[config.mk]
export PLATFORM = sky130hd
export DESIGN_NAME = key_sequence_lock_with_panic_core
export DESIGN_NICKNAME = d
export VERILOG_FILES = /design/src/hdl/ksl_pkg.sv /design/src/hdl/ksl_step.sv /design/src/hdl/key_sequence_lock_with_panic_core.sv
export SDC_FILE = /design/constraint.sdc
export NUM_CORES = 1
export LEC_CHECK = 0
export BUFFER_PORTS_ARGS = -buffer_cell sky130_fd_sc_hd__buf_2
export CAP_MARGIN = 20
export CELL_PAD_IN_SITES_DETAIL_PLACEMENT = 1
export CELL_PAD_IN_SITES_GLOBAL_PLACEMENT = 1
export CORE_ASPECT_RATIO = 1.75
export CORE_MARGIN = 2
export CORE_UTILIZATION = 42
export DETAILED_ROUTE_END_ITERATION = 6
export PLACE_DENSITY_LB_ADDON = 0.3
export SYNTH_ARGS = -nofsm -noshare
export SYNTH_HDL_FRONTEND = slang
export SYNTH_SLANG_ARGS = --single-unit
[constraint.sdc]
create_clock -name clock -period 4.45 [get_ports clock]
set_input_delay 0.2225 -clock clock [delete_from_list [all_inputs] [get_ports clock]]
set_output_delay 0.2225 -clock clock [all_outputs]
set_load 0.005 [all_outputs]
[src/hdl/ksl_pkg.sv]
// shared types, codes and helpers for the keypad sequence lock
`timescale 1ns / 1ps

package ksl_pkg;

   localparam int TIME_W    = 32;
   localparam int KEY_W     = 3;
   localparam int PROG_W    = 3;
   localparam int SEQ_W     = 12;
   localparam int SEQ_CODES = SEQ_W / KEY_W;
   localparam int SEQ_LEN   = 4;   // steps in the unlock sequence, 1 to 4
   localparam int CSR_IDX_W = 2;
   localparam int REQ_W     = 40;
   localparam int RSP_W     = 8;

   localparam logic [TIME_W-1:0] AUTO_LOCK_RESET  = 32'd60000;
   localparam logic [TIME_W-1:0] PANIC_HOLD_RESET = 32'd3000;
   localparam logic [SEQ_W-1:0]  UNLOCK_SEQ_RESET = 12'd2697;

   typedef enum logic [2:0] {
      CMD_KEY      = 3'd0,
      CMD_TICK     = 3'd1,
      CMD_ACTIVITY = 3'd2,
      CMD_LOCK     = 3'd3,
      CMD_INIT     = 3'd4,
      CMD_UNLOCK   = 3'd5
   } cmd_type;

   typedef enum logic [CSR_IDX_W-1:0] {
      CSR_AUTO_LOCK  = 2'd0,
      CSR_PANIC_HOLD = 2'd1,
      CSR_UNLOCK_SEQ = 2'd2
   } csr_index_type;

   localparam logic [KEY_W-1:0] KEY_CENTER = 3'd0;
   localparam logic [KEY_W-1:0] KEY_LEFT   = 3'd3;

   typedef struct packed {
      logic [TIME_W-1:0] auto_lock_ms;
      logic [TIME_W-1:0] hold_limit_ms;
      logic [SEQ_W-1:0]  unlock_sequence;
   } cfg_type;

   typedef struct packed {
      logic [TIME_W-1:0] now_ms;
      logic [KEY_W-1:0]  key_code;
      logic [2:0]        cmd;
   } item_type;

   typedef struct packed {
      logic              ready;
      logic              locked_flag;
      logic              panic_flag;
      logic [PROG_W-1:0] match_progress;
      logic              hold_active;
      logic [TIME_W-1:0] hold_start_ms;
      logic [TIME_W-1:0] last_activity_ms;
   } state_type;

   // consumed in bit 0 up to autolock_pulse in bit 5
   typedef struct packed {
      logic autolock_pulse;
      logic unlock_pulse;
      logic panic_pulse;
      logic is_panicked;
      logic is_locked;
      logic consumed;
   } result_type;

   // key code of one step, center beyond the register
   function automatic logic [KEY_W-1:0] seq_code(input logic [SEQ_W-1:0] seq,
                                                input logic [PROG_W-1:0] step);
      logic [KEY_W-1:0] code;
      code = KEY_CENTER;
      for (int i = 0; i < SEQ_CODES; i++) begin
         if (step == PROG_W'(i)) begin
            code = seq[i*KEY_W +: KEY_W];
         end
      end
      return code;
   endfunction

endpackage

[src/hdl/ksl_step.sv]
// next state and result word for one command of the sequence lock
`timescale 1ns / 1ps

module ksl_step (
   input  ksl_pkg::cfg_type    cfg,
   input  ksl_pkg::state_type  cur,
   input  ksl_pkg::item_type   item,
   output ksl_pkg::state_type  nxt,
   output ksl_pkg::result_type res
);

   logic [ksl_pkg::TIME_W-1:0] hold_elapsed;
   logic [ksl_pkg::TIME_W-1:0] idle_elapsed;
   logic [ksl_pkg::PROG_W:0]   prog_inc;
   logic                       consumed;
   logic                       panic_p;
   logic                       unlock_p;
   logic                       auto_p;

   assign hold_elapsed = item.now_ms - cur.hold_start_ms;
   assign idle_elapsed = item.now_ms - cur.last_activity_ms;
   assign prog_inc     = {1'b0, cur.match_progress} + 4'd1;

   always_comb begin
      nxt      = cur;
      consumed = 1'b0;
      panic_p  = 1'b0;
      unlock_p = 1'b0;
      auto_p   = 1'b0;
      case (item.cmd)
         ksl_pkg::CMD_KEY: begin
            if (!cur.ready) begin
               consumed = 1'b0;
            end else if (cur.panic_flag) begin
               consumed = 1'b1;
            end else if (!cur.locked_flag) begin
               consumed = 1'b0;
            end else if (item.key_code == ksl_pkg::KEY_LEFT && cur.hold_active &&
                         hold_elapsed >= cfg.hold_limit_ms) begin
               nxt.panic_flag     = 1'b1;
               nxt.locked_flag    = 1'b1;
               nxt.match_progress = '0;
               nxt.hold_active    = 1'b0;
               panic_p            = 1'b1;
               consumed           = 1'b1;
            end else begin
               if (item.key_code == ksl_pkg::KEY_LEFT) begin
                  if (!cur.hold_active) begin
                     nxt.hold_active   = 1'b1;
                     nxt.hold_start_ms = item.now_ms;
                  end
               end else begin
                  nxt.hold_active = 1'b0;
               end
               if (item.key_code == ksl_pkg::KEY_CENTER) begin
                  consumed = 1'b1;
               end else if (item.key_code ==
                            ksl_pkg::seq_code(cfg.unlock_sequence, cur.match_progress)) begin
                  if (prog_inc >= 4'(ksl_pkg::SEQ_LEN)) begin
                     // sequence complete
                     nxt.locked_flag      = 1'b0;
                     nxt.panic_flag       = 1'b0;
                     nxt.match_progress   = '0;
                     nxt.hold_active      = 1'b0;
                     nxt.last_activity_ms = item.now_ms;
                     unlock_p             = 1'b1;
                     consumed             = 1'b0;
                  end else begin
                     nxt.match_progress = prog_inc[ksl_pkg::PROG_W-1:0];
                     consumed           = 1'b1;
                  end
               end else begin
                  // wrong key may still start the sequence over
                  nxt.match_progress = (item.key_code ==
                     ksl_pkg::seq_code(cfg.unlock_sequence, '0)) ? 3'd1 : 3'd0;
                  consumed = 1'b1;
               end
            end
         end
         ksl_pkg::CMD_TICK: begin
            if (cur.ready && !cur.panic_flag && !cur.locked_flag &&
                cfg.auto_lock_ms != '0 && idle_elapsed >= cfg.auto_lock_ms) begin
               nxt.locked_flag    = 1'b1;
               nxt.match_progress = '0;
               nxt.hold_active    = 1'b0;
               auto_p             = 1'b1;
            end
         end
         ksl_pkg::CMD_ACTIVITY: begin
            nxt.last_activity_ms = item.now_ms;
         end
         ksl_pkg::CMD_LOCK: begin
            nxt.locked_flag    = 1'b1;
            nxt.match_progress = '0;
            nxt.hold_active    = 1'b0;
         end
         ksl_pkg::CMD_INIT: begin
            nxt.last_activity_ms = item.now_ms;
            nxt.locked_flag      = 1'b1;
            nxt.panic_flag       = 1'b0;
            nxt.match_progress   = '0;
            nxt.hold_active      = 1'b0;
            nxt.ready            = 1'b1;
         end
         ksl_pkg::CMD_UNLOCK: begin
            nxt.locked_flag      = 1'b0;
            nxt.panic_flag       = 1'b0;
            nxt.match_progress   = '0;
            nxt.hold_active      = 1'b0;
            nxt.last_activity_ms = item.now_ms;
         end
         default: begin
            nxt = cur;
         end
      endcase
   end

   always_comb begin
      res.consumed       = consumed;
      res.is_locked      = nxt.locked_flag | nxt.panic_flag;
      res.is_panicked    = nxt.panic_flag;
      res.panic_pulse    = panic_p;
      res.unlock_pulse   = unlock_p;
      res.autolock_pulse = auto_p;
   end

endmodule

[src/hdl/key_sequence_lock_with_panic_core.sv]
// top level of the keypad sequence lock with panic hold
`timescale 1ns / 1ps

// channel  | dir | handshake              | payload
// req      | in  | req_tvalid/req_tready  | req_tdata: cmd, key_code, now_ms
// rsp      | out | rsp_tvalid/rsp_tready  | rsp_tdata: six status and pulse bits
// csr      | in  | csr_valid/csr_ready    | csr_index, csr_data
//
// one word per cycle sustained while rsp_tready stays high; an accepted word passes from stage one into rsp
// stage one holds the accepted word, the step logic (two 32-bit subtracts and
// compares) writes lock state and the rsp register in the same edge
// rsp stall holds the result register and backs stage one up, req_tready drops
// only when both are full and rsp_tready is low
// reset is synchronous, active high: locked, not ready, no panic, registers at
// their default values; csr writes are always taken

module key_sequence_lock_with_panic_core (
   input  logic                           clock,
   input  logic                           reset,
   input  logic                           req_tvalid,
   output logic                           req_tready,
   // [2:0] cmd, [5:3] key_code, [37:6] now_ms, [39:38] zero
   input  logic [ksl_pkg::REQ_W-1:0]      req_tdata,
   output logic                           rsp_tvalid,
   input  logic                           rsp_tready,
   // [0] consumed, [1] is_locked, [2] is_panicked, [3] panic_pulse,
   // [4] unlock_pulse, [5] autolock_pulse, [7:6] zero
   output logic [ksl_pkg::RSP_W-1:0]      rsp_tdata,
   input  logic                           csr_valid,
   output logic                           csr_ready,
   input  logic [ksl_pkg::CSR_IDX_W-1:0]  csr_index,
   input  logic [ksl_pkg::TIME_W-1:0]     csr_data
);

   ksl_pkg::cfg_type    cfg_ff;
   ksl_pkg::state_type  state_ff;
   ksl_pkg::state_type  state_in;
   ksl_pkg::item_type   item_ff;
   ksl_pkg::result_type res_in;
   ksl_pkg::result_type rsp_data_ff;
   logic                item_valid_ff;
   logic                rsp_valid_ff;
   logic                advance;
   logic                req_accept;

   // stage one moves into the rsp register when that register is free or drains
   assign advance    = item_valid_ff & (~rsp_valid_ff | rsp_tready);
   assign req_tready = ~item_valid_ff | advance;
   assign req_accept = req_tvalid & req_tready;
   assign csr_ready  = 1'b1;

   assign rsp_tvalid = rsp_valid_ff;
   assign rsp_tdata  = {2'b00, rsp_data_ff};

   // configuration registers
   always_ff @(posedge clock) begin
      if (reset) begin
         cfg_ff.auto_lock_ms    <= ksl_pkg::AUTO_LOCK_RESET;
         cfg_ff.hold_limit_ms   <= ksl_pkg::PANIC_HOLD_RESET;
         cfg_ff.unlock_sequence <= ksl_pkg::UNLOCK_SEQ_RESET;
      end else if (csr_valid) begin
         case (csr_index)
            ksl_pkg::CSR_AUTO_LOCK:  cfg_ff.auto_lock_ms    <= csr_data;
            ksl_pkg::CSR_PANIC_HOLD: cfg_ff.hold_limit_ms   <= csr_data;
            ksl_pkg::CSR_UNLOCK_SEQ: cfg_ff.unlock_sequence <= csr_data[ksl_pkg::SEQ_W-1:0];
            default: ;   // index outside the register list is dropped
         endcase
      end
   end

   // stage one: accepted word
   always_ff @(posedge clock) begin
      if (reset) begin
         item_valid_ff <= 1'b0;
      end else if (req_tready) begin
         item_valid_ff <= req_tvalid;
      end
   end

   always_ff @(posedge clock) begin
      if (req_accept) begin
         item_ff <= req_tdata[ksl_pkg::REQ_W-3:0];
      end
   end

   ksl_step u_step (
      .cfg  (cfg_ff),
      .cur  (state_ff),
      .item (item_ff),
      .nxt  (state_in),
      .res  (res_in)
   );

   // lock state advances with each word leaving stage one
   always_ff @(posedge clock) begin
      if (reset) begin
         state_ff.ready            <= 1'b0;
         state_ff.locked_flag      <= 1'b1;
         state_ff.panic_flag       <= 1'b0;
         state_ff.match_progress   <= '0;
         state_ff.hold_active      <= 1'b0;
         state_ff.hold_start_ms    <= '0;
         state_ff.last_activity_ms <= '0;
      end else if (advance) begin
         state_ff <= state_in;
      end
   end

   // result register
   always_ff @(posedge clock) begin
      if (reset) begin
         rsp_valid_ff <= 1'b0;
      end else if (advance) begin
         rsp_valid_ff <= 1'b1;
      end else if (rsp_tready) begin
         rsp_valid_ff <= 1'b0;
      end
   end

   always_ff @(posedge clock) begin
      if (advance) begin
         rsp_data_ff <= res_in;
      end
   end

   // panic always implies locked
   assert property (@(posedge clock) disable iff (reset)
      state_ff.panic_flag |-> state_ff.locked_flag)
      else $error("panic without lock");

   // no hold runs while unlocked or panicked
   assert property (@(posedge clock) disable iff (reset)
      (!state_ff.locked_flag || state_ff.panic_flag) |-> !state_ff.hold_active)
      else $error("hold running outside locked state");

   // progress never reaches the sequence length
   assert property (@(posedge clock) disable iff (reset)
      {1'b0, state_ff.match_progress} < 4'(ksl_pkg::SEQ_LEN))
      else $error("match progress out of range");

   // pulses agree with the state they report
   assert property (@(posedge clock) disable iff (reset)
      rsp_valid_ff |-> (!rsp_data_ff.panic_pulse ||
                        (rsp_data_ff.is_panicked && rsp_data_ff.is_locked)) &&
                       (!rsp_data_ff.unlock_pulse || !rsp_data_ff.is_locked))
      else $error("pulse disagrees with lock state");

   // a word in stage one is never dropped while stalled
   assert property (@(posedge clock) disable iff (reset)
      (item_valid_ff && !advance) |=> item_valid_ff)
      else $error("stalled word lost");

endmodule

==> impl_results.md <==
- WP data arrival: 5.35 ns
- Clk sinks: 193
- Core Box Area: 28,500 sq um
- Setup TNS: -18.77 ns
- DRT iter0 DRCs: 512
- CTS Buffer Depth: 2
- Die X: 132 um
- Slew Limit Fails: 0
- Period utilization: 111%
- Pin count of the biggest net entering global routing: 63
- Sequential area share after synthesis: 35.5%
- Htree depth: 4
- Per-cell routed wire length: 20.0 um
- Slew HR: 41.8%
- Flop2flop setup slack: -0.51 ns
- GPL Wtd Cong: 0.910
- Pwr Density: 285 nW/um^2
- Die height: 229 um
- Reg area: 4300 sq um
- Root buffer cell: clkbuf_16
- Hold Crit Start: csr_data[30]
- CTS tree: built
- Worst-path clk slew: 0.08 ns
- Peak VDD IR: 0.306 mV
- Initial antenna violation count: 0
- Share of layout cells above drive strength 1: 22.0%
- Pre-CTS setup slack: -0.682 ns
- Hold path endpoint: cfg_ff[74]$_SDFFE_PP0P_
- Finished Layout Cells: 2,148
- Register bit total from synthesis: 193
- RR Endpoint: state_ff[6]$_SDFFE_PP0P_
- Maximum fanout along the worst path: 8
- Largest stage delay, worst path: 0.43 ns
- First-pass GRT wire length: 66,700 um
- Worst slew pin tran: 0.873 ns
- Final hold violations: 0
- Mapped Area: 12,100 sq um
- YS warnings: 0
- Worst Setup Start Kind: flop
- Reg2reg path depth: 23
- Max Cap Viol: 0
- Worst skew pair latency: 0.47 ns
- Failing checks: setup timing
- Syn avg cell area: 8.12 sq um
- Worst reg2reg startpoint: item_ff[6]$_DFFE_PP_
- GRT overflow: 0
- IO Count: 90
- Via/cell ratio: 5.54
- Max stage delay cell, worst path: edfxtp_1
- Unrepaired setup endpoints after global routing: true
- Total number of vias: 11,900
- Critical path, cell by cell: inv_2 > ha_4 > inv_2 > fa_2 > a21o_1 > a221o_1 > o221a_4 > o21a_1 > o2111a_2 > a211oi_4 > o2bb2ai_4 > xnor2_2 > ha_1 > nand2_2 > o21ai_2 > a21o_1 > nand2_2 > a311oi_2 > a21oi_2 > and3_4 > buf_12 > o211ai_1 > a21oi_2
- Final WS setup: -0.510 ns
- IO Port Bufs: 84
- Final setup vio count: 44
- Die ar.: 30,300 sq um
- Total Power: 4.50 mW
- Min-delay worst type: primary input to flop
- Area Growth Syn to Fin: 30.0%
- Max Clock Skew: 0.00784 ns
- Vias in the first global route: 13,000
- Final ANT Viol Nets: 0
- Initial core utilization: 42.5%
- F_max: 202 MHz
- Setup crit end kind: flop
- Post-synth EDFFs: 44
- Cell variety after synth: 70
- Fillers: 3,502
- Pleak: 6.19 nW
- Post-layout util: 55.3%
- Nets: 1,969
- Worst Hold Depth: 3
- Async set or reset register ratio after synthesis: 0%
- Inst Count DP: 2,034
- Dpl hpwl: 30,400 um
- DR pass1 iterations: 5
- Min cycle time layout: 4.96 ns
- Worst EP required: 4.84 ns
- Critical path type: flop to flop
- Antenna fix cells: 0
- Outcome: finished with violations
- Num CTS Buffers: 17
- FP Rows: 82
- # DRC: 0
- Gr usage total: 28.0%
- Ys flop type: dfxtp_1
- Syn Inst Count: 1,493
- Total Wirelength: 42,900 um
- Multi-input gate area: 7510 sq um
## cells in the final DEF, fill, tap and decap left out, drive strengths merged, types with 5 or more instances in the layout
cell and n:
o21bai 12, a21oi 197, and3 9, o21a 16, nor3 22, xor2 20, nor4 13, nor2 56
nand2 252, o211ai 35, a21o 29, a211o 13, ha 131, nand4 12, nand3b 16, nor3b 6
dlygate4sd3 46, xnor2 41, clkinv 5, o21ai 46, nand3 49, a31oi 11, a2111oi 5, nor2b 11
edfxtp 44, nand2b 13, inv 155, dfxtp 149, and2 5, clkbuf 20, buf 260, a211oi 13
## what timing repair did
item,CTS,global route
buffers inserted,21,12
resized for setup,83,33
endpoints found under the setup margin,44,44
hold endpoints to repair,48,0
hold buffers,46,0
pin swaps,61,26
gates cloned,2,2
## synthesized netlist by cell type, types with 13 or more instances
master | n | area share, %
nand2b_1 | 13 | 0.67
nor3_1 | 22 | 0.91
ha_1 | 131 | 14
dfxtp_1 | 149 | 25
a21o_1 | 29 | 1.8
o211ai_1 | 35 | 2.2
xor2_1 | 20 | 1.4
o21a_1 | 16 | 0.99
inv_1 | 145 | 4.5
nor4_1 | 13 | 0.67
a21oi_1 | 196 | 8.1
nand3_1 | 49 | 2.0
xnor2_1 | 41 | 3.0
nand3b_1 | 16 | 0.99
clkbuf_1 | 54 | 1.7
o21ai_0 | 42 | 1.7
a211o_1 | 13 | 0.94
nor2_1 | 56 | 1.7
nand2_1 | 252 | 7.8
edfxtp_1 | 44 | 11
## critical path, delay by kind of cell, from the launching register on
kind	cells	cell delay (ns)
DFF	1	0.43
xor gates and xnor gates	1	0.13
and+or+nand+nor	3	0.55
AOI/OAI and AO/OA	13	2.68
adders and majority gates	3	0.73
buffers and inverters	3	0.33
## state kept, by name (all words and copies together) (netlist names)
name,cells
rsp_tdata,6
item_valid_ff,1
state_ff,71
rsp_tvalid,1
item_ff,38
cfg_ff,76
## worst max path at each step
stage | start | endpoint | slack, ns | cells past startpoint
global route | item_ff[6]$_DFFE_PP_ | state_ff[6]$_SDFFE_PP0P_ | -0.67 | 22
floorplan | item_ff[6]$_DFFE_PP_ | state_ff[10]$_SDFFE_PP0P_ | -0.04 | 23
detailed placement | item_ff[6]$_DFFE_PP_ | state_ff[67]$_SDFFE_PP0P_ | -0.68 | 24
CTS | item_ff[6]$_DFFE_PP_ | state_ff[16]$_SDFFE_PP0P_ | -0.40 | 22
global placement | item_ff[6]$_DFFE_PP_ | rsp_tdata[1]$_DFFE_PP_ | -0.50 | 23
finish | item_ff[6]$_DFFE_PP_ | state_ff[6]$_SDFFE_PP0P_ | -0.51 | 23
## metrics by stage
stage,area [sq um],hold WS [ns]
floorplan,12100,0.321
global placement,13900,0.399
detailed placement,13900,0.401
CTS,15500,0.00137
global route,15800,0.0147
finish,15800,0.0128
## layer usage
| layer | wire length (um) | GRT usage, % | vias up |
|---|---|---|---|
| met1 | 15500 | 27.3 | 5851 |
| met3 | 947 | 3.30 | 115 |
| met4 | 2470 | 18.1 | 0 |
| met5 | 0 | 0 | - |
| li1 | - | - | 5729 |
| met2 | 24000 | 54.3 | 213 |
## final cells by class
cell class | count | share of cell area (%)
multi-input combinational | 1091 | 47.6
inverter | 146 | 3.48
sequential | 193 | 27.3
clock inverter | 14 | 0.730
timing repair buffer | 308 | 15.0
tap | 378 | 3.00
clock buffer | 18 | 2.86
## where the power goes
part | internal (mW) | leakage, nW | switching, mW | total [mW]
Clock | 0.768 | 0.285 | 0.770 | 1.54
Sequential | 1.85 | 1.64 | 0.0517 | 1.90
Combinational | 0.487 | 4.27 | 0.576 | 1.06
## cell families after synthesis
family                   count (synthesis)  synth area share (%)
AND/OR/NAND/NOR                        478                  18.0
AO/OA/AOI/OAI                          412                  21.2
adder cells (fa/ha/maj)                133                  13.8
XOR/XNOR                                61                  4.40
buffers and inverters                  210                  6.73
multiplexers                             4                 0.340
other                                    2                0.0619
flip-flops                             193                  35.5
Power figures use the tool's default switching activity.
